File: config.mk
export PLATFORM = sky130hd
export DESIGN_NAME = brs_div
export DESIGN_NICKNAME = d
export VERILOG_FILES = /design/src/design/brs_pkg.sv /design/src/design/brs_div.sv
export SDC_FILE = /design/constraint.sdc
export NUM_CORES = 1
export LEC_CHECK = 0
export ABC_AREA = 0
export BUFFER_PORTS_ARGS = -buffer_cell sky130_fd_sc_hd__buf_4
export CAP_MARGIN = 20
export CORE_MARGIN = 1
export CORE_UTILIZATION = 34
export CTS_BUF_LIST = sky130_fd_sc_hd__clkbuf_8 sky130_fd_sc_hd__clkbuf_16
export CTS_CLUSTER_DIAMETER = 80
export DETAILED_ROUTE_END_ITERATION = 8
export SLEW_MARGIN = 20
export SYNTH_ARGS = -nofsm -noshare
export SYNTH_HDL_FRONTEND = slang
export SYNTH_SLANG_ARGS = --single-unit
File: constraint.sdc
create_clock -name clk -period 2.55 [get_ports clk]
set_input_delay 0.255 -clock clk [delete_from_list [all_inputs] [get_ports clk]]
set_output_delay 0.255 -clock clk [all_outputs]
set_load 0.1 [all_outputs]
File: src/design/brs_pkg.sv
// ----------------------------------------------------------------------------
// brs_pkg - shared definitions for the block-decomposed range sum
// Widths, register selects, command codes, sequencer states and the
// divider result bundle.
// ----------------------------------------------------------------------------
package brs_pkg;

	localparam int MAX_ELEMENTS = 1024;
	localparam int MAX_BLOCKS   = 32;

	localparam int DATA_W  = 32;
	localparam int IDX_W   = $clog2(MAX_ELEMENTS);
	localparam int BLK_W   = $clog2(MAX_BLOCKS);
	localparam int COUNT_W = 11;
	localparam int BS_W    = 6;
	localparam int LEN_W   = BS_W + 1;
	localparam int BCNT_W  = BLK_W + 1;
	localparam int STEP_W  = $clog2(IDX_W);
	localparam int ADDR_W  = 3;

	localparam logic [COUNT_W-1:0] COUNT_RESET = COUNT_W'(1024);
	localparam logic [BS_W-1:0]    BSIZE_RESET = BS_W'(32);
	localparam logic [COUNT_W-1:0] COUNT_CAP   = COUNT_W'(MAX_ELEMENTS);

	// register select: bit 2 of the byte address
	localparam int   REG_SEL_BIT = 2;
	localparam logic REG_COUNT   = 1'b0;
	localparam logic REG_BSIZE   = 1'b1;

	typedef enum logic [1:0] {
		CMD_LOAD   = 2'd0,
		CMD_SUM    = 2'd1,
		CMD_UPDATE = 2'd2,
		CMD_NONE   = 2'd3
	} cmd_t;

	typedef enum logic [3:0] {
		ST_IDLE,
		ST_DIV,
		ST_RMW_RD,
		ST_RMW_WR,
		ST_PLAN,
		ST_E1,
		ST_E2,
		ST_BLK,
		ST_DRAIN,
		ST_OUT
	} state_t;

	typedef struct packed {
		logic             done;
		logic [IDX_W-1:0] quo;
		logic [BS_W-1:0]  rem;
	} div_res_t;

endpackage

File: src/design/brs_div.sv
// ----------------------------------------------------------------------------
// brs_div - index by block size divider
// Restoring radix-2 divider, one quotient bit per cycle. Quotient and
// remainder hold after done until the next start.
// ----------------------------------------------------------------------------
module brs_div import brs_pkg::*; (
	input  logic             clk,
	input  logic             arst_n,
	input  logic             start,
	input  logic [IDX_W-1:0] dividend,
	input  logic [BS_W-1:0]  divisor,
	output div_res_t         res
);

	logic [IDX_W-1:0]  quo_q;
	logic [BS_W-1:0]   rem_q;
	logic [BS_W-1:0]   dvs_q;
	logic [STEP_W-1:0] step_q;
	logic              busy_q;
	logic              done_q;
	logic [BS_W:0]     trial;
	logic              fits;

	// shift in the next dividend bit and try the subtract
	assign trial = {rem_q, quo_q[IDX_W-1]};
	assign fits  = trial >= {1'b0, dvs_q};

	// step control
	always_ff @(posedge clk or negedge arst_n) begin
		if (!arst_n) begin
			busy_q <= 1'b0;
			done_q <= 1'b0;
			step_q <= '0;
		end else begin
			done_q <= 1'b0;
			if (start) begin
				busy_q <= 1'b1;
				step_q <= '0;
			end else if (busy_q) begin
				step_q <= step_q + STEP_W'(1);
				if (step_q == STEP_W'(IDX_W - 1)) begin
					busy_q <= 1'b0;
					done_q <= 1'b1;
				end
			end
		end
	end

	// partial remainder and quotient
	always_ff @(posedge clk) begin
		if (start) begin
			quo_q <= dividend;
			rem_q <= '0;
			dvs_q <= divisor;
		end else if (busy_q) begin
			quo_q <= {quo_q[IDX_W-2:0], fits};
			rem_q <= fits ? BS_W'(trial - {1'b0, dvs_q}) : trial[BS_W-1:0];
		end
	end

	assign res.done = done_q;
	assign res.quo  = quo_q;
	assign res.rem  = rem_q;

endmodule

==> results of run 1 <==
## cells in the mapped netlist (all sizes together), types with 5 or more instances
| master | number | area, um2 |
|---|---|---|
| a211oi | 5 | 37.5 |
| dfrtp | 6 | 150 |
| dfxtp | 6 | 120 |
| edfxtp | 16 | 480 |
| ha | 9 | 113 |
| inv | 10 | 37.5 |
| mux2 | 11 | 124 |
| nand2 | 5 | 18.8 |
| nor2 | 13 | 48.8 |
## stage by stage
stage	hold WS (ns)	utilization, %	worst slack [ns]	power (mW)	instance area (um2)
3_3_place_gp	0.0634	43.1	0.433	1.77	1760
6_report	0.147	44.5	0.358	2.03	1820
4_1_cts	0.138	44.5	0.339	2.05	1820
5_1_grt	0.136	44.5	0.266	2.16	1820
3_5_place_dp	0.0670	43.1	0.363	1.81	1760
2_1_floorplan	-0.0406	-	0.0144	1.59	1480
## worst max-delay path: cells and delay by family, from the launching register on
kind / cells / cell delay (ns)
flops: 1 / 0.35
fa+ha+maj: 1 / 0.36
compound gates: 3 / 0.81
simple gates: 2 / 0.56
## cell type report
cell class / count / area share [%]
clock buffers: 3 / 2.27
clock inverters: 1 / 0.207
inverters: 10 / 2.07
multi-input cells: 83 / 35.5
flip-flops and latches: 28 / 41.5
well taps: 50 / 3.44
repair buffers: 36 / 15.0
## cell families (layout without fill, tap and decap cells)
| logic type | count (synthesis) | count (layout) | share of synthesized area [%] |
|---|---|---|---|
| compound gates | 20 | 20 | 9.17 |
| xor+xnor | 6 | 6 | 3.57 |
| fa+ha+maj | 10 | 10 | 9.00 |
| buf+inv | 17 | 50 | 5.35 |
| flops | 28 | 28 | 50.9 |
| mux | 14 | 14 | 10.4 |
| simple gates | 33 | 33 | 11.5 |
## timing repair
action | CTS | global route
hold buffers | 1 | 0
setup buffers | 0 | 0
hold endpoints to repair | 6 | 0
## routing by layer
layer  part of all wire (%)  GRT usage [%]
met5                      0              0
met4                    1.6           4.69
met3                    5.0           2.83
met2                     49           22.0
met1                     45           17.0
## how the worst max path moves through the flow
stage | start | to | slack, ns | cells after the start
5_1_grt | dvs_q[4]$_DFFE_PP_ | rem_q[1]$_SDFFE_PP0P_ | 0.27 | 7
4_1_cts | rem_q[3]$_SDFFE_PP0P_ | rem_q[1]$_SDFFE_PP0P_ | 0.34 | 6
3_3_place_gp | dvs_q[4]$_DFFE_PP_ | rem_q[1]$_SDFFE_PP0P_ | 0.43 | 7
3_5_place_dp | rem_q[3]$_SDFFE_PP0P_ | rem_q[1]$_SDFFE_PP0P_ | 0.36 | 6
6_report | rem_q[3]$_SDFFE_PP0P_ | rem_q[1]$_SDFFE_PP0P_ | 0.36 | 6
2_1_floorplan | quo_q[9]$_DFFE_PP_ | rem_q[4]$_SDFFE_PP0P_ | 0.01 | 8
## state kept, by name, summed over array words and instances, names as in the netlist
| register | flops |
|---|---|
| step_q | 4 |
| busy_q | 1 |
| quo_q | 10 |
| rem_q | 6 |
| dvs_q | 6 |
| done_q | 1 |
## power groups by stage
stage / logic, mW / registers, mW / clock network (mW)
after global routing: 1.22 / 0.661 / 0.271
after detailed placement: 1.15 / 0.660 / 0
final: 1.14 / 0.647 / 0.242
after global placement: 1.12 / 0.655 / 0
after floorplan: 0.449 / 1.14 / 0
after CTS: 1.15 / 0.652 / 0.254
==> flow_summary.html, run 1 <==
<table>
<tr><th>Metric</th><th>Value</th></tr>
<tr><th colspan="2">Logic synthesis</th></tr>
<tr><td>Synthesis warning total</td><td>0</td></tr>
<tr><td>Number of synthesized flops with an enable pin</td><td>16</td></tr>
<tr><td>Asr flop ratio synth</td><td>21.4%</td></tr>
<tr><td>Gate count after technology mapping</td><td>between 100 and 150</td></tr>
<tr><td>Synth Net Count</td><td>157</td></tr>
<tr><td>Average cell area after synthesis</td><td>11.5 um2</td></tr>
<tr><td>Count of unique library cells instantiated by Yosys</td><td>33</td></tr>
<tr><td>Post-synthesis register bit count</td><td>28</td></tr>
<tr><td>Sequential-to-total area share from yosys stat</td><td>~51%</td></tr>
<tr><td>Primary FF master, synth</td><td>sky130_fd_sc_hd__edfxtp_1</td></tr>
<tr><td>Combined area of all synthesized cells</td><td>1470 um2</td></tr>
<tr><th colspan="2">Run</th></tr>
<tr><td>Max-Cap Viols</td><td>0</td></tr>
<tr><th colspan="2">Final layout</th></tr>
<tr><td>Commonest non-fill, non-tap cells in the layout</td><td>sky130_fd_sc_hd__buf_4 (35), sky130_fd_sc_hd__edfxtp_1 (16), sky130_fd_sc_hd__nor2_1 (13)</td></tr>
<tr><td>Sequential Area</td><td>between 700 and 800 um2</td></tr>
<tr><td>Layout overhead on the synthesized area</td><td>23.3%</td></tr>
<tr><td>Number of inserted filler cells in the final layout</td><td>397</td></tr>
<tr><td>Antenna diodes</td><td>0</td></tr>
<tr><td>Layout cell share with drive strength beyond 1</td><td>about a third</td></tr>
<tr><td>Final instance count without filler cells</td><td>211</td></tr>
<tr><td>Nets</td><td>191</td></tr>
<tr><td>Most common library cell in the layout ignoring fill and taps</td><td>sky130_fd_sc_hd__buf_4</td></tr>
<tr><td>Area of combinational cells with multiple inputs</td><td>644 um2</td></tr>
<tr><th colspan="2">Clock network</th></tr>
<tr><td>Clk pin slew, worst setup/hold paths</td><td>0.09 ns</td></tr>
<tr><td>Source-to-sink clock delay at the later pin of the worst-skew pair</td><td>0.28 ns</td></tr>
<tr><td>TritonCTS sink count</td><td>28</td></tr>
<tr><td>Maximum number of buffers from clock root to sink</td><td>2</td></tr>
<tr><td>Clock buffers created by TritonCTS</td><td>3</td></tr>
<tr><td>Clock root cell</td><td>sky130_fd_sc_hd__clkbuf_8</td></tr>
<tr><td>Post-CTS resize count</td><td>0</td></tr>
<tr><td>H-tree depth</td><td>1</td></tr>
<tr><td>Clock tree from TritonCTS</td><td>yes</td></tr>
<tr><th colspan="2">STA</th></tr>
<tr><td>Worst clock skew</td><td>0.00810 ns</td></tr>
<tr><td>Unrepaired setup endpoints after global routing</td><td>no</td></tr>
<tr><td>Final critical-path share of the clock period</td><td>~86%</td></tr>
<tr><td>Worst slew margin relative to its limit</td><td>57.7%</td></tr>
<tr><td>Time the final worst path needs with I/O delays and setup</td><td>2.19 ns</td></tr>
<tr><td>Maximum clock frequency</td><td>approximately 460 MHz</td></tr>
<tr><td>Worst-margin pin slew</td><td>~0.63 ns</td></tr>
<tr><td>Setup violation total in the final timing report</td><td>0</td></tr>
<tr><td>Final number of hold-violating endpoints</td><td>0</td></tr>
<tr><td>Final total negative setup slack</td><td>0 ns</td></tr>
<tr><td>Number of pins with negative max-slew slack in the final report</td><td>0</td></tr>
<tr><th colspan="2">Global routing</th></tr>
<tr><td>Total GRT Usage</td><td>a little over an eighth</td></tr>
<tr><td>Global-route wire length before repair</td><td>4500 um</td></tr>
<tr><td>Initial antenna violation count</td><td>0</td></tr>
<tr><td>Maximum number of pins on one net before global-route repair</td><td>34</td></tr>
<tr><td>Total gr overflow</td><td>0</td></tr>
<tr><td>Via count of the first global-routing pass</td><td>1018</td></tr>
<tr><th colspan="2">Floorplanning</th></tr>
<tr><td>Die width</td><td>67.8 um</td></tr>
<tr><td>Die ar.</td><td>4600 um2</td></tr>
<tr><td>Placeable core area</td><td>4090 um2</td></tr>
<tr><td>Number of ports placed on the die boundary</td><td>36</td></tr>
<tr><td>Die span in y</td><td>67.8 um</td></tr>
<tr><td>Row count</td><td>23</td></tr>
<tr><td>Initial core utilization</td><td>between 30% and 40%</td></tr>
<tr><th colspan="2">Power</th></tr>
<tr><td>Cell area power density</td><td>1120 nW/um2</td></tr>
<tr><td>Proportion of power drawn by flip-flops and latches</td><td>between 30% and 40%</td></tr>
<tr><td>Design internal power</td><td>1.03 mW</td></tr>
<tr><td>Gate power share</td><td>56.2%</td></tr>
<tr><td>Net switching power of the design</td><td>0.999 mW</td></tr>
<tr><td>Worst supply voltage drop on vdd</td><td>between 0.5 and 0.6 mV</td></tr>
<tr><td>Pleak</td><td>between 0.8 and 0.9 nW</td></tr>
<tr><td>Net switching fraction of the power</td><td>49.2%</td></tr>
<tr><td>Share of power burned in the clock network</td><td>between 10% and 20%</td></tr>
<tr><th colspan="2">Setup path</th></tr>
<tr><td>Cell breakdown of the critical path</td><td>ha_1, a21o_1, a211o_1, a41o_1, nor4bb_1, or3_1</td></tr>
<tr><td>CP peak stage delay</td><td>0.37 ns</td></tr>
<tr><td>Cell type of the slowest stage on the worst timing path</td><td>sky130_fd_sc_hd__or3_1</td></tr>
<tr><td>CP Class</td><td>flip-flop to flip-flop</td></tr>
<tr><td>CP Launch Type</td><td>flip-flop</td></tr>
<tr><td>Worst-path fanout max</td><td>10</td></tr>
<tr><td>Register-to-Register Path Depth</td><td>6</td></tr>
<tr><td>Data arrival time at the worst-slack endpoint</td><td>2.35 ns</td></tr>
<tr><td>Register-to-register path setup slack</td><td>0.36 ns</td></tr>
<tr><td>RR Endpoint</td><td>rem_q[1]$_SDFFE_PP0P_</td></tr>
<tr><td>Startpoint of the worst-slack reg-to-reg timing path</td><td>rem_q[3]$_SDFFE_PP0P_</td></tr>
<tr><td>Required time at the worst-slack endpoint</td><td>2.71 ns</td></tr>
<tr><td>Critical path capture point type</td><td>flip-flop</td></tr>
<tr><th colspan="2">Drt</th></tr>
<tr><td>Detail Route Antenna Nets</td><td>0</td></tr>
<tr><td>Wire length reported by the detailed router</td><td>about 2800 um</td></tr>
<tr><td>Count of routing violations after the opening detailed-route iteration</td><td>between 50 and 60</td></tr>
<tr><td>Remaining routing DRC violations</td><td>0</td></tr>
<tr><td>Vias/cell</td><td>4.84</td></tr>
<tr><td>DR pass1 iterations</td><td>4</td></tr>
<tr><td>Number of vias after detailed routing</td><td>1022</td></tr>
<tr><td>Avg WL per Cell</td><td>about 13 um</td></tr>
<tr><th colspan="2">Place</th></tr>
<tr><td>HPWL Detailed</td><td>2040 um</td></tr>
<tr><td>Quantity of I/O buffers inserted on ports</td><td>35</td></tr>
<tr><td># placed instances</td><td>206</td></tr>
<tr><td>Global placer's final weighted congestion</td><td>about 0.75</td></tr>
<tr><th colspan="2">Worst hold path</th></tr>
<tr><td>Hold path endpoint</td><td>dvs_q[0]$_DFFE_PP_</td></tr>
<tr><td>Worst Hold Depth</td><td>1</td></tr>
<tr><td>Startpoint of the worst hold path</td><td>divisor[0]</td></tr>
<tr><td>Path category of the worst min-delay check</td><td>input port to flip-flop</td></tr>
<tr><th colspan="2">Outcome</th></tr>
<tr><td>Result of the run</td><td>finished clean</td></tr>
</table>
(Power assumes the default switching activity.)
==> inputs of run 2 (changes only) <==
Settings changed: SETUP_SLACK_MARGIN set to 0.5.
==> run 2 against run 1 <==
  * Final cell count increased by 1.9%
  * Largest cell class unchanged
  * Global-route usage increased by 0.39 points
  * Count of clock-buffer cells in the layout grew 1
  * Clock skew fell by 0.0046 ns
  * Critical path type unchanged
  * Clock power rose by 13%
  * Sequential share of layout area fell by 1.8 points
==> flow_summary.html, run 2 (synthesis results as in run 1) <==
<table>
<tr><th>Metric</th><th>Value</th></tr>
<tr><th colspan="2">Outcome</th></tr>
<tr><td>Result of the run</td><td>finished clean</td></tr>
<tr><th colspan="2">Setup path</th></tr>
<tr><td>Worst setup path startpoint</td><td>dvs_q[4]$_DFFE_PP_</td></tr>
<tr><td>Critical path capture point type</td><td>flip-flop</td></tr>
<tr><td>Startpoint of the worst-slack reg-to-reg timing path</td><td>dvs_q[4]$_DFFE_PP_</td></tr>
<tr><td>Required time at the worst-slack endpoint</td><td>2.71 ns (about the same)</td></tr>
<tr><td>Data arrival time at the worst-slack endpoint</td><td>2.11 ns (-0.24 ns)</td></tr>
<tr><td>Register-to-Register Path Depth</td><td>7 (+1)</td></tr>
<tr><td>Worst-path fanout max</td><td>6 (-4)</td></tr>
<tr><td>CP Class</td><td>flip-flop to flip-flop</td></tr>
<tr><td>Crit path capture</td><td>rem_q[1]$_SDFFE_PP0P_</td></tr>
<tr><td>CP Launch Type</td><td>flip-flop</td></tr>
<tr><td>Register-to-register path setup slack</td><td>0.60 ns (+0.24 ns)</td></tr>
<tr><td>RR Endpoint</td><td>rem_q[1]$_SDFFE_PP0P_</td></tr>
<tr><th colspan="2">Drt</th></tr>
<tr><td>Number of vias after detailed routing</td><td>1066 (+4.3%)</td></tr>
<tr><td>Detail Route Antenna Nets</td><td>0 (unchanged)</td></tr>
<tr><td>Wire length on met1</td><td>1250 um (+1.9%)</td></tr>
<tr><td>Highest routing layer actually used</td><td>met4</td></tr>
<tr><td>Routed length on met3</td><td>166 um (+21%)</td></tr>
<tr><td>Detailed-routed wire length on met2</td><td>1460 um (+8.6%)</td></tr>
<tr><td>Remaining routing DRC violations</td><td>0 (unchanged)</td></tr>
<tr><td>Count of routing violations after the opening detailed-route iteration</td><td>32 (-37%)</td></tr>
<tr><td>Vias/cell</td><td>4.96 (+2.4%)</td></tr>
<tr><td>Avg WL per Cell</td><td>13.6 um (+4.2%)</td></tr>
<tr><td>Wire length reported by the detailed router</td><td>2920 um (+6.2%)</td></tr>
<tr><td>DR pass1 iterations</td><td>4 (unchanged)</td></tr>
<tr><th colspan="2">Place</th></tr>
<tr><td>Quantity of I/O buffers inserted on ports</td><td>35 (unchanged)</td></tr>
<tr><td>Global placer's final weighted congestion</td><td>0.717 (-5.0%)</td></tr>
<tr><td>HPWL Detailed</td><td>2070 um (+1.2%)</td></tr>
<tr><th colspan="2">Global routing</th></tr>
<tr><td>Maximum number of pins on one net before global-route repair</td><td>34 (unchanged)</td></tr>
<tr><td>Total gr overflow</td><td>0 (unchanged)</td></tr>
<tr><td>Total GRT Usage</td><td>13.7% (+0.39 points)</td></tr>
<tr><td>Global-route wire length before repair</td><td>4640 um (+3.1%)</td></tr>
<tr><td>Via count of the first global-routing pass</td><td>1044 (+2.6%)</td></tr>
<tr><td>Initial antenna violation count</td><td>0 (unchanged)</td></tr>
<tr><th colspan="2">STA</th></tr>
<tr><td>Number of pins with negative max-slew slack in the final report</td><td>0 (unchanged)</td></tr>
<tr><td>Final total negative setup slack</td><td>0 ns (unchanged)</td></tr>
<tr><td>Final number of hold-violating endpoints</td><td>0 (unchanged)</td></tr>
<tr><td>Time the final worst path needs with I/O delays and setup</td><td>1.95 ns (-0.238 ns)</td></tr>
<tr><td>Worst-margin pin slew</td><td>0.650 ns (+0.0155 ns)</td></tr>
<tr><td>Worst clock skew</td><td>0.00348 ns (-0.00462 ns)</td></tr>
<tr><td>Worst slew margin relative to its limit</td><td>56.6% (-1.0 points)</td></tr>
<tr><td>Tightest hold margin</td><td>0.149 ns (+0.00209 ns)</td></tr>
<tr><td>Setup violation total in the final timing report</td><td>0 (unchanged)</td></tr>
<tr><td>Unrepaired setup endpoints after global routing</td><td>no</td></tr>
<tr><td>Final critical-path share of the clock period</td><td>76.6% (-9.3 points)</td></tr>
<tr><td>Maximum clock frequency</td><td>512 MHz (+12%)</td></tr>
<tr><th colspan="2">Clock network</th></tr>
<tr><td>Clock root cell</td><td>sky130_fd_sc_hd__clkbuf_8</td></tr>
<tr><td>H-tree depth</td><td>1 (unchanged)</td></tr>
<tr><td>Maximum number of buffers from clock root to sink</td><td>2 (unchanged)</td></tr>
<tr><td>Clock buffers created by TritonCTS</td><td>3 (unchanged)</td></tr>
<tr><td>Clock tree from TritonCTS</td><td>yes</td></tr>
<tr><td>Source-to-sink clock delay at the later pin of the worst-skew pair</td><td>0.27 ns (about the same)</td></tr>
<tr><td>Clk pin slew, worst setup/hold paths</td><td>0.09 ns (about the same)</td></tr>
<tr><td>TritonCTS sink count</td><td>28 (unchanged)</td></tr>
<tr><th colspan="2">Final layout</th></tr>
<tr><td>Number of flip-flops in the largest register</td><td>10 (unchanged)</td></tr>
<tr><td>Largest reg by FF count</td><td>quo_q</td></tr>
<tr><td>Most common library cell in the layout ignoring fill and taps</td><td>sky130_fd_sc_hd__buf_4</td></tr>
<tr><td>Top flop regs</td><td>quo_q x10, dvs_q x6, rem_q x6</td></tr>
<tr><td>Antenna diodes</td><td>0 (unchanged)</td></tr>
<tr><td>Layout cell share with drive strength beyond 1</td><td>39.4% (+6.5 points)</td></tr>
<tr><td>Nets</td><td>195 (+2.1%)</td></tr>
<tr><td>Layout overhead on the synthesized area</td><td>28.9%</td></tr>
<tr><td>Number of inserted filler cells in the final layout</td><td>398 (+0.25%)</td></tr>
<tr><td>Commonest non-fill, non-tap cells in the layout</td><td>sky130_fd_sc_hd__buf_4 (38), sky130_fd_sc_hd__edfxtp_1 (16), sky130_fd_sc_hd__nor2_1 (13)</td></tr>
<tr><th colspan="2">Floorplanning</th></tr>
<tr><td>Row count</td><td>23 (unchanged)</td></tr>
<tr><td>Number of ports placed on the die boundary</td><td>36 (unchanged)</td></tr>
<tr><td>Die ar.</td><td>4600 um2 (unchanged)</td></tr>
<tr><td>Initial core utilization</td><td>36.1% (unchanged)</td></tr>
<tr><td>Placeable core area</td><td>4090 um2 (unchanged)</td></tr>
<tr><td>Die span in y</td><td>67.8 um (unchanged)</td></tr>
<tr><td>Die width</td><td>67.8 um (unchanged)</td></tr>
<tr><th colspan="2">Worst hold path</th></tr>
<tr><td>Path category of the worst min-delay check</td><td>input port to flip-flop</td></tr>
<tr><td>Worst Hold Depth</td><td>1 (unchanged)</td></tr>
<tr><td>Startpoint of the worst hold path</td><td>divisor[5]</td></tr>
<tr><th colspan="2">Run</th></tr>
<tr><td>Max-Cap Viols</td><td>0 (unchanged)</td></tr>
<tr><th colspan="2">Power</th></tr>
<tr><td>Cell area power density</td><td>1170 nW/um2 (+4.3%)</td></tr>
<tr><td>Pleak</td><td>0.837 nW (+3.1%)</td></tr>
<tr><td>Worst supply voltage drop on vdd</td><td>0.575 mV (-3.8%)</td></tr>
</table>
==> run 2: report_power, final <==
| group | internal [mW] | switching [mW] | leakage (nW) | total [mW] |
|---|---|---|---|---|
| sequential | 0.575 | 0.0759 | 0.292 | 0.651 |
| combinational | 0.442 | 0.848 | 0.516 | 1.29 |
| clock | 0.138 | 0.135 | 0.0288 | 0.274 |
| total | 1.15 | 1.06 | 0.837 | 2.21 |
==> run 2: worst min path at each step <==
stage | end | slack, ns
after global routing | dvs_q[3]$_DFFE_PP_ | 0.13
after floorplan | busy_q$_DFF_PN0_ | -0.04
after global placement | step_q[2]$_DFFE_PN0P_ | 0.06
after CTS | dvs_q[5]$_DFFE_PP_ | 0.14
final | dvs_q[5]$_DFFE_PP_ | 0.15
after detailed placement | step_q[2]$_DFFE_PN0P_ | 0.07
==> run 2: metal layers <==
layer | vias to the layer above | GRT usage, %
li1 | 526 | -
met1 | 507 | 15.5
met2 | 29 | 24.1
met3 | 4 | 3.67
met4 | 0 | 5.47
met5 | - | 0
==> run 2: final cells by class <==
| cell class | count | area [um2] | area share (%) |
|---|---|---|---|
| timing repair buffer | 39 | 295 | 15.5 |
| inverter | 10 | 37.5 | 1.97 |
| multi-input combinational | 84 | 696 | 36.6 |
| tap | 50 | 62.6 | 3.29 |
| clock buffer | 4 | 55.1 | 2.90 |
| sequential | 28 | 754 | 39.7 |
==> run 2: critical path, stage by stage, from the launching register on <==
cell and delay [ns]:
sky130_fd_sc_hd__edfxtp_1 0.39, sky130_fd_sc_hd__inv_2 0.08, sky130_fd_sc_hd__ha_4 0.21, sky130_fd_sc_hd__a21o_1 0.16
sky130_fd_sc_hd__a211o_1 0.29, sky130_fd_sc_hd__a41o_4 0.28, sky130_fd_sc_hd__nor4bb_1 0.12, sky130_fd_sc_hd__or3_1 0.31
==> run 2: repair_timing <==
item                       CTS  global route
hold endpoints to repair     6             0
buffers inserted             0             3
gates resized for setup      3             1
setup endpoints to repair    3             2
gates cloned                 0             1
hold buffers                 1             0
pin swaps                    0             1
==> run 2: metrics by stage <==
stage / total power, mW / util (%) / std cells / area [um2] / worst slack [ns]
3_5_place_dp: 1.83 / 43.5 / 206 / 1780 / 0.421
5_1_grt: 2.33 / 46.5 / 215 / 1900 / 0.501
2_1_floorplan: 1.61 / - / 128 / 1490 / 0.143
4_1_cts: 2.15 / 45.7 / 211 / 1870 / 0.547
3_3_place_gp: 1.80 / 43.5 / 206 / 1780 / 0.507
6_report: 2.21 / 46.5 / 215 / 1900 / 0.596
